### src/hw/rtl/rpnp_pkg.sv
// ----------------------------------------------------------------------------
// rpnp_pkg
// Shared types and constants for the radix-prefixed number parser.
// ----------------------------------------------------------------------------
package rpnp_pkg;

    // Working width of the accumulator and the value it stands for.
    localparam int VALUE_WIDTH = 32;
    // Width of the value field on the result stream.
    localparam int OUT_WIDTH   = 32;
    // One accumulation step (times at most sixteen, plus a digit) is exact at
    // this width.
    localparam int EXT_WIDTH   = VALUE_WIDTH + 5;

    // Largest positive signed value, held at the extended width.
    localparam logic [EXT_WIDTH-1:0] SMAX_EXT =
        EXT_WIDTH'({1'b0, {(VALUE_WIDTH-1){1'b1}}});

    // Character codes.
    localparam logic [7:0] CH_MINUS     = 8'h2D;
    localparam logic [7:0] CH_CASE_BIT  = 8'h20;
    localparam logic [7:0] CH_LOWER_B   = 8'h62;
    localparam logic [7:0] CH_LOWER_O   = 8'h6F;
    localparam logic [7:0] CH_LOWER_D   = 8'h64;
    localparam logic [7:0] CH_LOWER_X   = 8'h78;
    localparam logic [7:0] CH_DIGIT_LO  = 8'd48;
    localparam logic [7:0] CH_DIGIT_HI  = 8'd57;
    localparam logic [7:0] CH_UPPER_LO  = 8'd65;
    localparam logic [7:0] CH_UPPER_HI  = 8'd70;
    localparam logic [7:0] CH_LOWER_LO  = 8'd97;
    localparam logic [7:0] CH_LOWER_HI  = 8'd102;
    localparam logic [7:0] CH_UPPER_OFS = 8'd55;
    localparam logic [7:0] CH_LOWER_OFS = 8'd87;

    typedef enum logic [1:0] {
        BASE_BIN = 2'd0,
        BASE_OCT = 2'd1,
        BASE_DEC = 2'd2,
        BASE_HEX = 2'd3
    } base_t;

    typedef enum logic [1:0] {
        PH_START  = 2'd0,
        PH_BASE   = 2'd1,
        PH_DIGITS = 2'd2
    } phase_t;

    // Classification of one character.
    typedef struct packed {
        logic       is_minus;
        logic       letter_ok;
        base_t      base;
        logic       digit_ok;
        logic [3:0] digit;
    } char_class_t;

    // One finished result.
    typedef struct packed {
        logic [OUT_WIDTH-1:0] value;
        logic                 valid_res;
        logic                 overflow;
    } result_t;

endpackage

### src/hw/rtl/rpnp_char_class.sv
// ----------------------------------------------------------------------------
// rpnp_char_class
// Sorts one ASCII character into minus sign, base letter or digit.
// ----------------------------------------------------------------------------
module rpnp_char_class
    import rpnp_pkg::*;
(
    input  logic [7:0]  char_code,
    output char_class_t cls
);

    logic [7:0] lower;

    assign lower = char_code | CH_CASE_BIT;

    always_comb
    begin
        cls           = '0;
        cls.base      = BASE_BIN;
        cls.is_minus  = (char_code == CH_MINUS);

        case (lower)
            CH_LOWER_B:
            begin
                cls.letter_ok = 1'b1;
                cls.base      = BASE_BIN;
            end
            CH_LOWER_O:
            begin
                cls.letter_ok = 1'b1;
                cls.base      = BASE_OCT;
            end
            CH_LOWER_D:
            begin
                cls.letter_ok = 1'b1;
                cls.base      = BASE_DEC;
            end
            CH_LOWER_X:
            begin
                cls.letter_ok = 1'b1;
                cls.base      = BASE_HEX;
            end
            default:
            begin
                cls.letter_ok = 1'b0;
            end
        endcase

        if (char_code >= CH_DIGIT_LO && char_code <= CH_DIGIT_HI)
        begin
            cls.digit_ok = 1'b1;
            cls.digit    = 4'(char_code - CH_DIGIT_LO);
        end
        else if (char_code >= CH_UPPER_LO && char_code <= CH_UPPER_HI)
        begin
            cls.digit_ok = 1'b1;
            cls.digit    = 4'(char_code - CH_UPPER_OFS);
        end
        else if (char_code >= CH_LOWER_LO && char_code <= CH_LOWER_HI)
        begin
            cls.digit_ok = 1'b1;
            cls.digit    = 4'(char_code - CH_LOWER_OFS);
        end
    end

endmodule

### src/hw/rtl/rpnp_token_core.sv
// ----------------------------------------------------------------------------
// rpnp_token_core
// Token state machine and accumulator; forms the result on the last word.
// ----------------------------------------------------------------------------
module rpnp_token_core
    import rpnp_pkg::*;
(
    input  logic        clk,
    input  logic        rst_n,
    input  logic        step,
    input  logic        last,
    input  char_class_t cls,
    output logic        res_load,
    output result_t     res
);

    phase_t                 phase_reg, phase_next, phase_upd;
    logic                   neg_reg, neg_next, neg_upd;
    base_t                  base_reg, base_next, base_upd;
    logic [VALUE_WIDTH-1:0] acc_reg, acc_next, acc_upd;
    logic                   bad_reg, bad_next, bad_upd;
    logic                   wrap_reg, wrap_next, wrap_upd;
    logic                   seen_reg, seen_next;

    logic [EXT_WIDTH-1:0]   acc_ext;
    logic [EXT_WIDTH-1:0]   prod;
    logic                   digit_fits;
    logic                   ok;
    logic signed [VALUE_WIDTH-1:0] signed_val;

    always_ff @(posedge clk or negedge rst_n)
    begin
        if (!rst_n)
        begin
            phase_reg <= PH_START;
            neg_reg   <= 1'b0;
            base_reg  <= BASE_BIN;
            acc_reg   <= '0;
            bad_reg   <= 1'b0;
            wrap_reg  <= 1'b0;
            seen_reg  <= 1'b0;
        end
        else
        begin
            phase_reg <= phase_next;
            neg_reg   <= neg_next;
            base_reg  <= base_next;
            acc_reg   <= acc_next;
            bad_reg   <= bad_next;
            wrap_reg  <= wrap_next;
            seen_reg  <= seen_next;
        end
    end

    // Shift-add by the base: the exact product plus digit, before wrapping.
    assign acc_ext = EXT_WIDTH'(acc_reg);

    always_comb
    begin
        case (base_reg)
            BASE_BIN: prod = (acc_ext << 1);
            BASE_OCT: prod = (acc_ext << 3);
            BASE_DEC: prod = (acc_ext << 3) + (acc_ext << 1);
            BASE_HEX: prod = (acc_ext << 4);
            default:  prod = acc_ext;
        endcase
        prod = prod + EXT_WIDTH'(cls.digit);
    end

    always_comb
    begin
        case (base_reg)
            BASE_BIN: digit_fits = (cls.digit < 4'd2);
            BASE_OCT: digit_fits = (cls.digit < 4'd8);
            BASE_DEC: digit_fits = (cls.digit < 4'd10);
            BASE_HEX: digit_fits = 1'b1;
            default:  digit_fits = 1'b0;
        endcase
    end

    always_comb
    begin
        phase_upd = phase_reg;
        neg_upd   = neg_reg;
        base_upd  = base_reg;
        acc_upd   = acc_reg;
        bad_upd   = bad_reg;
        wrap_upd  = wrap_reg;

        // After an error the rest of the token is ignored.
        if (!bad_reg)
        begin
            case (phase_reg)
                PH_START:
                begin
                    if (cls.is_minus)
                    begin
                        neg_upd   = 1'b1;
                        phase_upd = PH_BASE;
                    end
                    else if (cls.letter_ok)
                    begin
                        base_upd  = cls.base;
                        phase_upd = PH_DIGITS;
                    end
                    else
                    begin
                        bad_upd = 1'b1;
                    end
                end
                PH_BASE:
                begin
                    if (cls.letter_ok)
                    begin
                        base_upd  = cls.base;
                        phase_upd = PH_DIGITS;
                    end
                    else
                    begin
                        bad_upd = 1'b1;
                    end
                end
                PH_DIGITS:
                begin
                    if (!cls.digit_ok || !digit_fits)
                    begin
                        bad_upd = 1'b1;
                    end
                    else
                    begin
                        if (prod > SMAX_EXT)
                        begin
                            wrap_upd = 1'b1;
                        end
                        acc_upd = prod[VALUE_WIDTH-1:0];
                    end
                end
                default:
                begin
                    phase_upd = PH_START;
                end
            endcase
        end

        // A single-character token is never valid.
        ok         = !bad_upd && seen_reg && (phase_upd == PH_DIGITS);
        signed_val = neg_upd ? (VALUE_WIDTH'(0) - acc_upd) : acc_upd;

        res           = '0;
        res.valid_res = ok;
        if (ok)
        begin
            res.value    = OUT_WIDTH'(signed_val);
            res.overflow = wrap_upd;
        end

        res_load = step && last;

        phase_next = phase_reg;
        neg_next   = neg_reg;
        base_next  = base_reg;
        acc_next   = acc_reg;
        bad_next   = bad_reg;
        wrap_next  = wrap_reg;
        seen_next  = seen_reg;

        if (step)
        begin
            if (last)
            begin
                phase_next = PH_START;
                neg_next   = 1'b0;
                base_next  = BASE_BIN;
                acc_next   = '0;
                bad_next   = 1'b0;
                wrap_next  = 1'b0;
                seen_next  = 1'b0;
            end
            else
            begin
                phase_next = phase_upd;
                neg_next   = neg_upd;
                base_next  = base_upd;
                acc_next   = acc_upd;
                bad_next   = bad_upd;
                wrap_next  = wrap_upd;
                seen_next  = 1'b1;
            end
        end
    end

endmodule

### src/hw/rtl/rpnp_out_reg.sv
// ----------------------------------------------------------------------------
// rpnp_out_reg
// Result register holding one word for the master-side stream.
// ----------------------------------------------------------------------------
module rpnp_out_reg
    import rpnp_pkg::*;
(
    input  logic                 clk,
    input  logic                 rst_n,
    input  logic                 load,
    input  result_t              res,
    output logic                 space,
    input  logic                 m_tready,
    output logic                 m_tvalid,
    output logic [OUT_WIDTH-1:0] m_tdata,
    output logic [1:0]           m_tuser
);

    logic    valid_reg, valid_next;
    result_t res_reg;

    // The register can take a word if it is empty or its word leaves now.
    assign space = !valid_reg || m_tready;

    always_comb
    begin
        valid_next = valid_reg;
        if (load)
        begin
            valid_next = 1'b1;
        end
        else if (m_tready)
        begin
            valid_next = 1'b0;
        end
    end

    always_ff @(posedge clk or negedge rst_n)
    begin
        if (!rst_n)
        begin
            valid_reg <= 1'b0;
        end
        else
        begin
            valid_reg <= valid_next;
        end
    end

    always_ff @(posedge clk)
    begin
        if (load)
        begin
            res_reg <= res;
        end
    end

    assign m_tvalid = valid_reg;
    assign m_tdata  = res_reg.value;
    assign m_tuser  = {res_reg.overflow, res_reg.valid_res};

endmodule

### src/hw/rtl/radix_prefixed_number_parser.sv
// ----------------------------------------------------------------------------
// radix_prefixed_number_parser
// Parses a radix-prefixed signed integer token from a character stream.
// ----------------------------------------------------------------------------
// Throughput: one character word per cycle, sustained, also across tokens, while the
// result register has room; a last character waits in the input register until it
// has, then its result is loaded into the result register, which drives m_tvalid.
// Reset: rst_n is asynchronous and active low; it empties both registers and
// rearms the parser for the start of a fresh token.
// ----------------------------------------------------------------------------
module radix_prefixed_number_parser
    import rpnp_pkg::*;
(
    input  logic                 clk,
    input  logic                 rst_n,

    // Character stream.
    input  logic                 s_tvalid,
    output logic                 s_tready,
    input  logic [7:0]           s_tdata,   // [7:0] char_code
    input  logic                 s_tlast,   // last character of the token

    // Result stream, one word per token.
    output logic                 m_tvalid,
    input  logic                 m_tready,
    output logic [OUT_WIDTH-1:0] m_tdata,   // [31:0] value (signed)
    output logic [1:0]           m_tuser    // [0] valid_res, [1] overflow
);

    // Input register. A character is held here while it is classified and
    // folded into the token state.
    logic       in_valid_reg, in_valid_next;
    logic [7:0] in_char_reg;
    logic       in_last_reg;

    logic        s_accept;
    logic        step;
    logic        out_space;
    logic        res_load;
    char_class_t cls;
    result_t     res;

    // A character that does not end the token never needs the result
    // register, so only a last character waits for room downstream.
    assign step     = in_valid_reg && (!in_last_reg || out_space);
    assign s_tready = !in_valid_reg || step;
    assign s_accept = s_tvalid && s_tready;

    always_comb
    begin
        in_valid_next = in_valid_reg;
        if (s_accept)
        begin
            in_valid_next = 1'b1;
        end
        else if (step)
        begin
            in_valid_next = 1'b0;
        end
    end

    always_ff @(posedge clk or negedge rst_n)
    begin
        if (!rst_n)
        begin
            in_valid_reg <= 1'b0;
        end
        else
        begin
            in_valid_reg <= in_valid_next;
        end
    end

    always_ff @(posedge clk)
    begin
        if (s_accept)
        begin
            in_char_reg <= s_tdata;
            in_last_reg <= s_tlast;
        end
    end

    // Sort the held character into sign, base letter or digit.
    rpnp_char_class u_char_class (
        .char_code (in_char_reg),
        .cls       (cls)
    );

    // Token state: sign, base, accumulator, error and wrap flags. On the
    // last character it presents the finished result and rearms.
    rpnp_token_core u_token_core (
        .clk      (clk),
        .rst_n    (rst_n),
        .step     (step),
        .last     (in_last_reg),
        .cls      (cls),
        .res_load (res_load),
        .res      (res)
    );

    // Result register on the master side.
    rpnp_out_reg u_out_reg (
        .clk      (clk),
        .rst_n    (rst_n),
        .load     (res_load),
        .res      (res),
        .space    (out_space),
        .m_tready (m_tready),
        .m_tvalid (m_tvalid),
        .m_tdata  (m_tdata),
        .m_tuser  (m_tuser)
    );

endmodule

### config.mk
export PLATFORM = sky130hd
export DESIGN_NAME = radix_prefixed_number_parser
export DESIGN_NICKNAME = d
export VERILOG_FILES = /design/src/hw/rtl/rpnp_pkg.sv /design/src/hw/rtl/rpnp_char_class.sv /design/src/hw/rtl/rpnp_token_core.sv /design/src/hw/rtl/rpnp_out_reg.sv /design/src/hw/rtl/radix_prefixed_number_parser.sv
export SDC_FILE = /design/constraint.sdc
export NUM_CORES = 1
export LEC_CHECK = 0
export BUFFER_PORTS_ARGS = -buffer_cell sky130_fd_sc_hd__buf_2
export CAP_MARGIN = 10
export CORE_ASPECT_RATIO = 1.25
export CORE_MARGIN = 1
export CORE_UTILIZATION = 63
export CTS_CLUSTER_SIZE = 10
export DETAILED_ROUTE_END_ITERATION = 10
export GPL_TIMING_DRIVEN = 0
export HOLD_SLACK_MARGIN = 0.15
export PLACE_DENSITY = 0.87
export SLEW_MARGIN = 20
export SYNTH_ARGS = -nofsm -noshare
export SYNTH_HDL_FRONTEND = slang
export SYNTH_SLANG_ARGS = --single-unit
### constraint.sdc
create_clock -name clk -period 7.7 [get_ports clk]
set_input_delay 1.54 -clock clk [delete_from_list [all_inputs] [get_ports clk]]
set_output_delay 1.54 -clock clk [all_outputs]
set_load 0.03 [all_outputs]
=== After elaboration in Yosys (flattened, before gate mapping) ===
Index checks and enable logic that the tools add are counted.

* $add $sub $neg: 6
* $lt $le $gt $ge: 10
* Equality and inequality tests: 13
* Muxes and demuxes: 42
* Reduce and logical (&&, ||, !) cells: 25

{| class="wikitable"
|+ Operators with widths
! cell !! number
|-
| 32-bit two-way mux || 5
|-
| 37-bit one-hot mux with 4 select lines || 1
|-
| 37-bit by 4-bit adder with 37-bit output || 1
|-
| 37-bit by 31-bit greater-than comparator with 1-bit output (second input constant) || 1
|-
| 35-bit by 33-bit adder with 36-bit output || 1
|-
| 1-bit by 32-bit subtractor with 32-bit output (first input constant) || 1
|-
| 7-bit by 6-bit equality test with 1-bit output (second input constant) || 4
|-
| 1-bit two-way mux || 20
|-
| 8-bit by 7-bit greater-or-equal comparator with 1-bit output (second input constant) || 2
|-
| 8-bit by 7-bit <= comparator with 1-bit output (second input constant) || 2
|-
| 2-bit two-way mux || 8
|-
| 5-bit two-way mux || 3
|-
| 2-bit one-hot mux with 3 select lines || 2
|-
| 2-bit equality test (second input constant) || 4
|-
| 8-bit by 6-bit equality test with 1-bit output (second input constant) || 1
|-
| 8-bit by 6-bit greater-or-equal comparator with 1-bit output (second input constant) || 1
|-
| 8-bit by 6-bit <= comparator with 1-bit output (second input constant) || 1
|-
| 1-bit logical AND || 8
|-
| 4-bit < comparator (second input constant) || 2
|-
| 4-bit by 3-bit subtractor with 4-bit output (second input constant) || 2
|-
| 1-bit logical NOT || 6
|-
| 2-bit by 1-bit equality test with 1-bit output (second input constant) || 2
|-
| 2-bit logical NOT || 2
|-
| 1-bit logical OR || 4
|-
| other kinds (11) || 12
|}

* Flip-flop bits (word level): 85
* Input bits: 13
* Output and inout port bits: 36
* Logic and storage cells: 110

=== Logic depth before layout (Yosys ltp) ===
* Word-level depth: 15
* Depth in mapped cells: 23
* Mapped depth without buffers: 21

=== Modules after synthesis ===
Synthesis repeated with hierarchy kept, for this count alone.

* Cells, all modules: 1096
* Area, all modules: 9001.1 um^2

{| class="wikitable"
|+ Modules (own cells, without submodules)
! module !! instances !! cells each !! area each (um^2) !! sequential area each (um^2)
|-
| rpnp_token_core || 1 || 1004 || 7279.5 || 1001.0
|-
| rpnp_out_reg || 1 || 37 || 1068.5 || 1046.0
|-
| radix_prefixed_number_parser || 1 || 15 || 341.6 || 295.3
|-
| rpnp_char_class || 1 || 40 || 311.5 || 0.0
|}

=== Worst setup path after synthesis ===
Ideal clock, no wire load.

* Path kind: reg2reg
* From: register u_token_core.base_reg[0]
* To: register u_out_reg.res_reg (netlist bit u_out_reg.m_tdata[31]), data pin
* Setup time: 0.269 ns
* Arrival time: 5.374 ns
* Slack: 2.058 ns
* Stages on the path, launching flop included: 23
* Path buffers: 6
* Clock period less this slack: 5.642 ns
* Cell sequence: dfrtp_1 > buf_2 > buf_4 > buf_2 > buf_2 > buf_1 > buf_1 > mux2i_1 > o21ai_0 > ha_1 > nor2b_1 > o21ai_1 > nand2b_1 > nor3_2 > or4b_4 > nor4_4 > nand4_4 > or4_1 > a31oi_2 > o211ai_2 > or2_1 > a221oi_2 > o211ai_1

* Word-level cells in the longest chain between the ends: 10
* Elaborated cells on any way between the ends: 20
* Those cells by class: add/sub (2); eq/ne (3); mux (9); reduce/logical (6)

{| class="wikitable"
|+ RTL lines
! element !! RTL line !! text
|-
| start, declared || rpnp_token_core.sv:19 || <nowiki>base_t base_reg, base_next, base_upd;</nowiki>
|-
| start signal, assigned || rpnp_token_core.sv:47 || <nowiki>base_reg <= base_next;</nowiki>
|-
| branches (longest 10 deep; another with 37-bit by 4-bit adder with 37-bit output) || n/a ||
|-
| end signal, assigned || rpnp_out_reg.sv:54 || <nowiki>res_reg <= res;</nowiki>
|-
| end, declared || rpnp_out_reg.sv:20 || <nowiki>result_t res_reg;</nowiki>
|}

Several ways; the timed one is not identified. The select of a mux whose other input is x is not followed.
A chain may end at the register's enable or synchronous reset.

=== Worst setup path in the final report ===
* From: register u_token_core.base_reg[1]
* To: register u_out_reg.res_reg (netlist bit u_out_reg.m_tdata[29]), data pin

Same word-level chain as after synthesis.

==> out/qor.csv <==
stage,metric,value,unit
synthesis,register bit total from synthesis,85,
worst_hold_path,WHS Endpoint,u_token_core.seen_reg$_DFFE_PN0P_,
clock_network,"Clk pin slew, worst setup/hold paths",0.07,ns
clock_network,clk root buf,clkbuf_16,
placement,dpl hpwl,18400,um
clock_network,H-tree lvl count,3,
floorplanning,Starting Density,65.3,%
synthesis,post-synth net total,1052,
drt,DRT antenna net count,0,
clock_network,CTS tree,yes,
clock_network,Clock Tree Buf Depth,2,
sta,actual slew at the worst max-slew pin,1.09,ns
grt,vias in the first global route,8147,
sta,RSZ-0062 raised after global routing,false,
power,internal power,0.000736,W
grt,largest net degree at the start of global routing,43,
synthesis,"FFs w/ async S/R, synth",49.4,%
drt,DR DRC count,0,
power,Clk pwr share,41.8,%
drt,initial DRC count,935,
synthesis,post-synthesis compound-gate area fraction,26.2,%
grt,GRT Overall Usage,36.4,%
setup_path,r2r endpoint,u_out_reg.m_tdata[29]$_SDFFCE_PN0P_,
grt,Overflow after GRT,0,
synthesis,Syn. warnings,0,
setup_path,r2r setup slk,0.85,ns
setup_path,Worst Path Buf+Inv,6,
synthesis,register area share after synthesis,28.1,%
setup_path,critical path endpoint category,flip-flop,
synthesis,Post-Synth XOR/XNOR Area,5.99,%
sta,Setup Skew,0.0140,ns
synthesis,Synth top cells by count,"nand2_1, nor2_1, o21ai_0",
synthesis,Mapped Cells,998,
clock_network,post-CTS sizing,0,
sta,fin crit period,6.85,ns
floorplanning,DIE WIDTH,105,um
clock_network,cts hold-fix bufs,0,
synthesis,mux cell area share after synthesis,5.42,%
synthesis,simple-gate portion of the synthesized area,24.1,%
sta,Final Slew Violations,0,
setup_path,CP top delay family,simple AND/OR/NAND/NOR gates,
drt,TritonRoute pass-1 iters,8,
drt,drt wl/cell,20.1,um
synthesis,Synth top area share,15.5,%
synthesis,most common cell in the netlist,nand2_1,
clock_network,CTS sink cnt,85,
synthesis,post-synthesis cell area,0.00834,mm2
power,Logic pwr share,8.1,%
power,switching share of power,26.0,%
synthesis,Post-synth EDFFs,43,
setup_path,CP Data Required Time,7.79,ns
setup_path,kind of critical path,flip-flop to flip-flop,
sta,Slew HR,27.5,%
final_layout,area grow syn2layout,8.94,%
drt,Vias per Instance,6.95,
power,Peak supply drop,143,uV
sta,max frequency,0.146,GHz
setup_path,crit-path max cell delay,0.59,ns
setup_path,Startpoint Class,flip-flop,
placement,GPL Wtd Cong,1.01,
drt,Post-Route WL,24700,um
clock_network,"Clk Latency, worst-skew pair",0.34,ns
run,max cap viols,0,
floorplanning,std cell rows,46,
power,Lkg Pwr,3.62,nW
worst_hold_path,Hold Crit Class,flip-flop to flip-flop,
worst_hold_path,Hold Crit Start,u_token_core.seen_reg$_DFFE_PN0P_,
setup_path,Crit Path Max Fanout,10,
setup_path,CP most frequent cell,buf_2,
clock_network,setup repair bufs after CTS,0,
worst_hold_path,hold depth,2,
setup_path,slowest CP cell,a31oi_1,
synthesis,Synth area leader,edfxtp_1,
synthesis,largest cells by area after synthesis,"edfxtp_1, dfrtp_1, ha_1",
drt,routed vias,8556,
grt,first-pass GRT wire length,39300,um
synthesis,Adder-Cell Fraction of Synth Area,6.57,%
floorplanning,Ports,49,
power,switching power,0.000259,W
sta,Setup-failing EPs final,0,
floorplanning,Die Y-Extent,131,um
placement,number of buffers added on ports,48,
synthesis,combinational family with the most area after synthesis,compound AO/OA/AOI/OAI gates,
setup_path,Critical Path AT,6.94,ns
floorplanning,area of the die,0.0137,mm2
synthesis,Main synth FF type,edfxtp_1,
placement,Place WS,1.07,ns
power,PwrDens,110,mW/mm2
setup_path,CP Cell Sequence,buf_2 -> clkbuf_1 -> buf_2 -> buf_1 -> buf_2 -> buf_1 -> o21ai_0 -> ha_1 -> nor2b_1 -> o21ai_1 -> nand2b_1 -> nor3_2 -> nor4b_1 -> nand2_1 -> a31oi_1 -> and4_1 -> nor4b_2 -> nand4_1 -> o31ai_1 -> xnor2_1 -> nor2_1,
run_status,status,"complete, no violations",
sta,Fin. Hold Viols,0,
sta,final worst slack,0.847,ns
synthesis,Netlist cell types,92,
final_layout,nets,1111,
sta,Total Neg Setup Slack,0,ns
grt,initial antenna violation count,1,
sta,fraction of the cycle the final worst path needs,89.0,%
setup_path,R2R depth,21,
setup_path,reg2reg start,u_token_core.base_reg[1]$_DFFE_PN0P_,
floorplanning,Core ar.,0.0128,mm2
synthesis,mean area per synthesized cell,8.36,um2
clock_network,CTS buffer count,9,
power,Reg power frac,50.1,%
final_layout,fraction of layout cells with a size suffix above 1,12.0,%
==> tightest hold or removal path: cells and delay by family, from the launching register on <==
kind / cells / cell delay (ns)
flip-flops: 1 / 0.40
AND/OR/NAND/NOR: 2 / 0.13
==> layout make-up <==
class                      instances  area (um2)
timing repair buffer              48         243
clock inverter                     6        53.8
sequential                        85        2340
clock buffer                      10         229
fill                             986        3690
antenna                            1        2.50
buffer                            51         228
multi-input combinational        840        5690
tap                              168         210
inverter                          22        82.6
==> worst max-delay path by stage <==
stage	from	end	cells past startpoint
2_1_floorplan	u_token_core.base_reg[0]$_DFFE_PN0P_	u_out_reg.m_tdata[31]$_SDFFCE_PN0P_	22
3_3_place_gp	u_token_core.base_reg[1]$_DFFE_PN0P_	u_out_reg.m_tdata[31]$_SDFFCE_PN0P_	21
3_5_place_dp	u_token_core.base_reg[1]$_DFFE_PN0P_	u_out_reg.m_tdata[31]$_SDFFCE_PN0P_	21
4_1_cts	u_token_core.base_reg[1]$_DFFE_PN0P_	u_out_reg.m_tdata[31]$_SDFFCE_PN0P_	21
5_1_grt	u_token_core.base_reg[1]$_DFFE_PN0P_	u_out_reg.m_tdata[29]$_SDFFCE_PN0P_	21
6_report	u_token_core.base_reg[1]$_DFFE_PN0P_	u_out_reg.m_tdata[29]$_SDFFCE_PN0P_	21
==> cells by family (layout without fill, tap and decap cells) <==
logic type | count (synthesis) | in the layout
other | 0 | 1
AOI/OAI and AO/OA | 325 | 325
adders and majority gates | 43 | 43
DFF | 85 | 85
xor gates and xnor gates | 57 | 57
and+or+nand+nor | 377 | 377
buffers and inverters | 73 | 137
muxes | 38 | 38
==> layout by cell type (no fill, tap or decap), drive strengths merged, types with 31 or more instances in the layout <==
cell	synthesis	layout
o21ai	87	87
ha	39	39
a21oi	74	74
edfxtp	43	43
nor2	90	90
buf	21	69
clkbuf	30	40
dfrtp	42	42
xor2	31	31
nand2	93	93
==> layer usage <==
metal / GRT usage [%] / part of all wire [%] / vias to the layer above
met5: 0 / 0 / -
met4: 26.7 / 7.1 / 0
met3: 6.80 / 7.3 / 175
met2: 63.2 / 49 / 495
met1: 40.4 / 37 / 3972
li1: - / - / 3914
==> per-stage QoR <==
step	util [%]	cells	instance area, um2	hold WS [ns]	total power [W]
after floorplan	-	998	8340	0.447	0.000556
after global placement	68.8	1214	8790	0.505	0.000583
after detailed placement	68.8	1214	8790	0.526	0.000586
after CTS	71.0	1230	9070	0.545	0.000989
after global routing	71.1	1231	9080	0.588	0.00101
final	71.1	1231	9080	0.568	0.000995
==> power by group through the flow <==
stage                     sequential, W  clock [W]  combinational (W)
after floorplan                0.000522          0          0.0000346
after global placement         0.000507          0          0.0000759
after detailed placement       0.000507          0          0.0000784
after CTS                      0.000498   0.000411          0.0000790
after global routing           0.000499   0.000428          0.0000862
final                          0.000498   0.000417          0.0000806
Power figures use the tool's default switching activity.
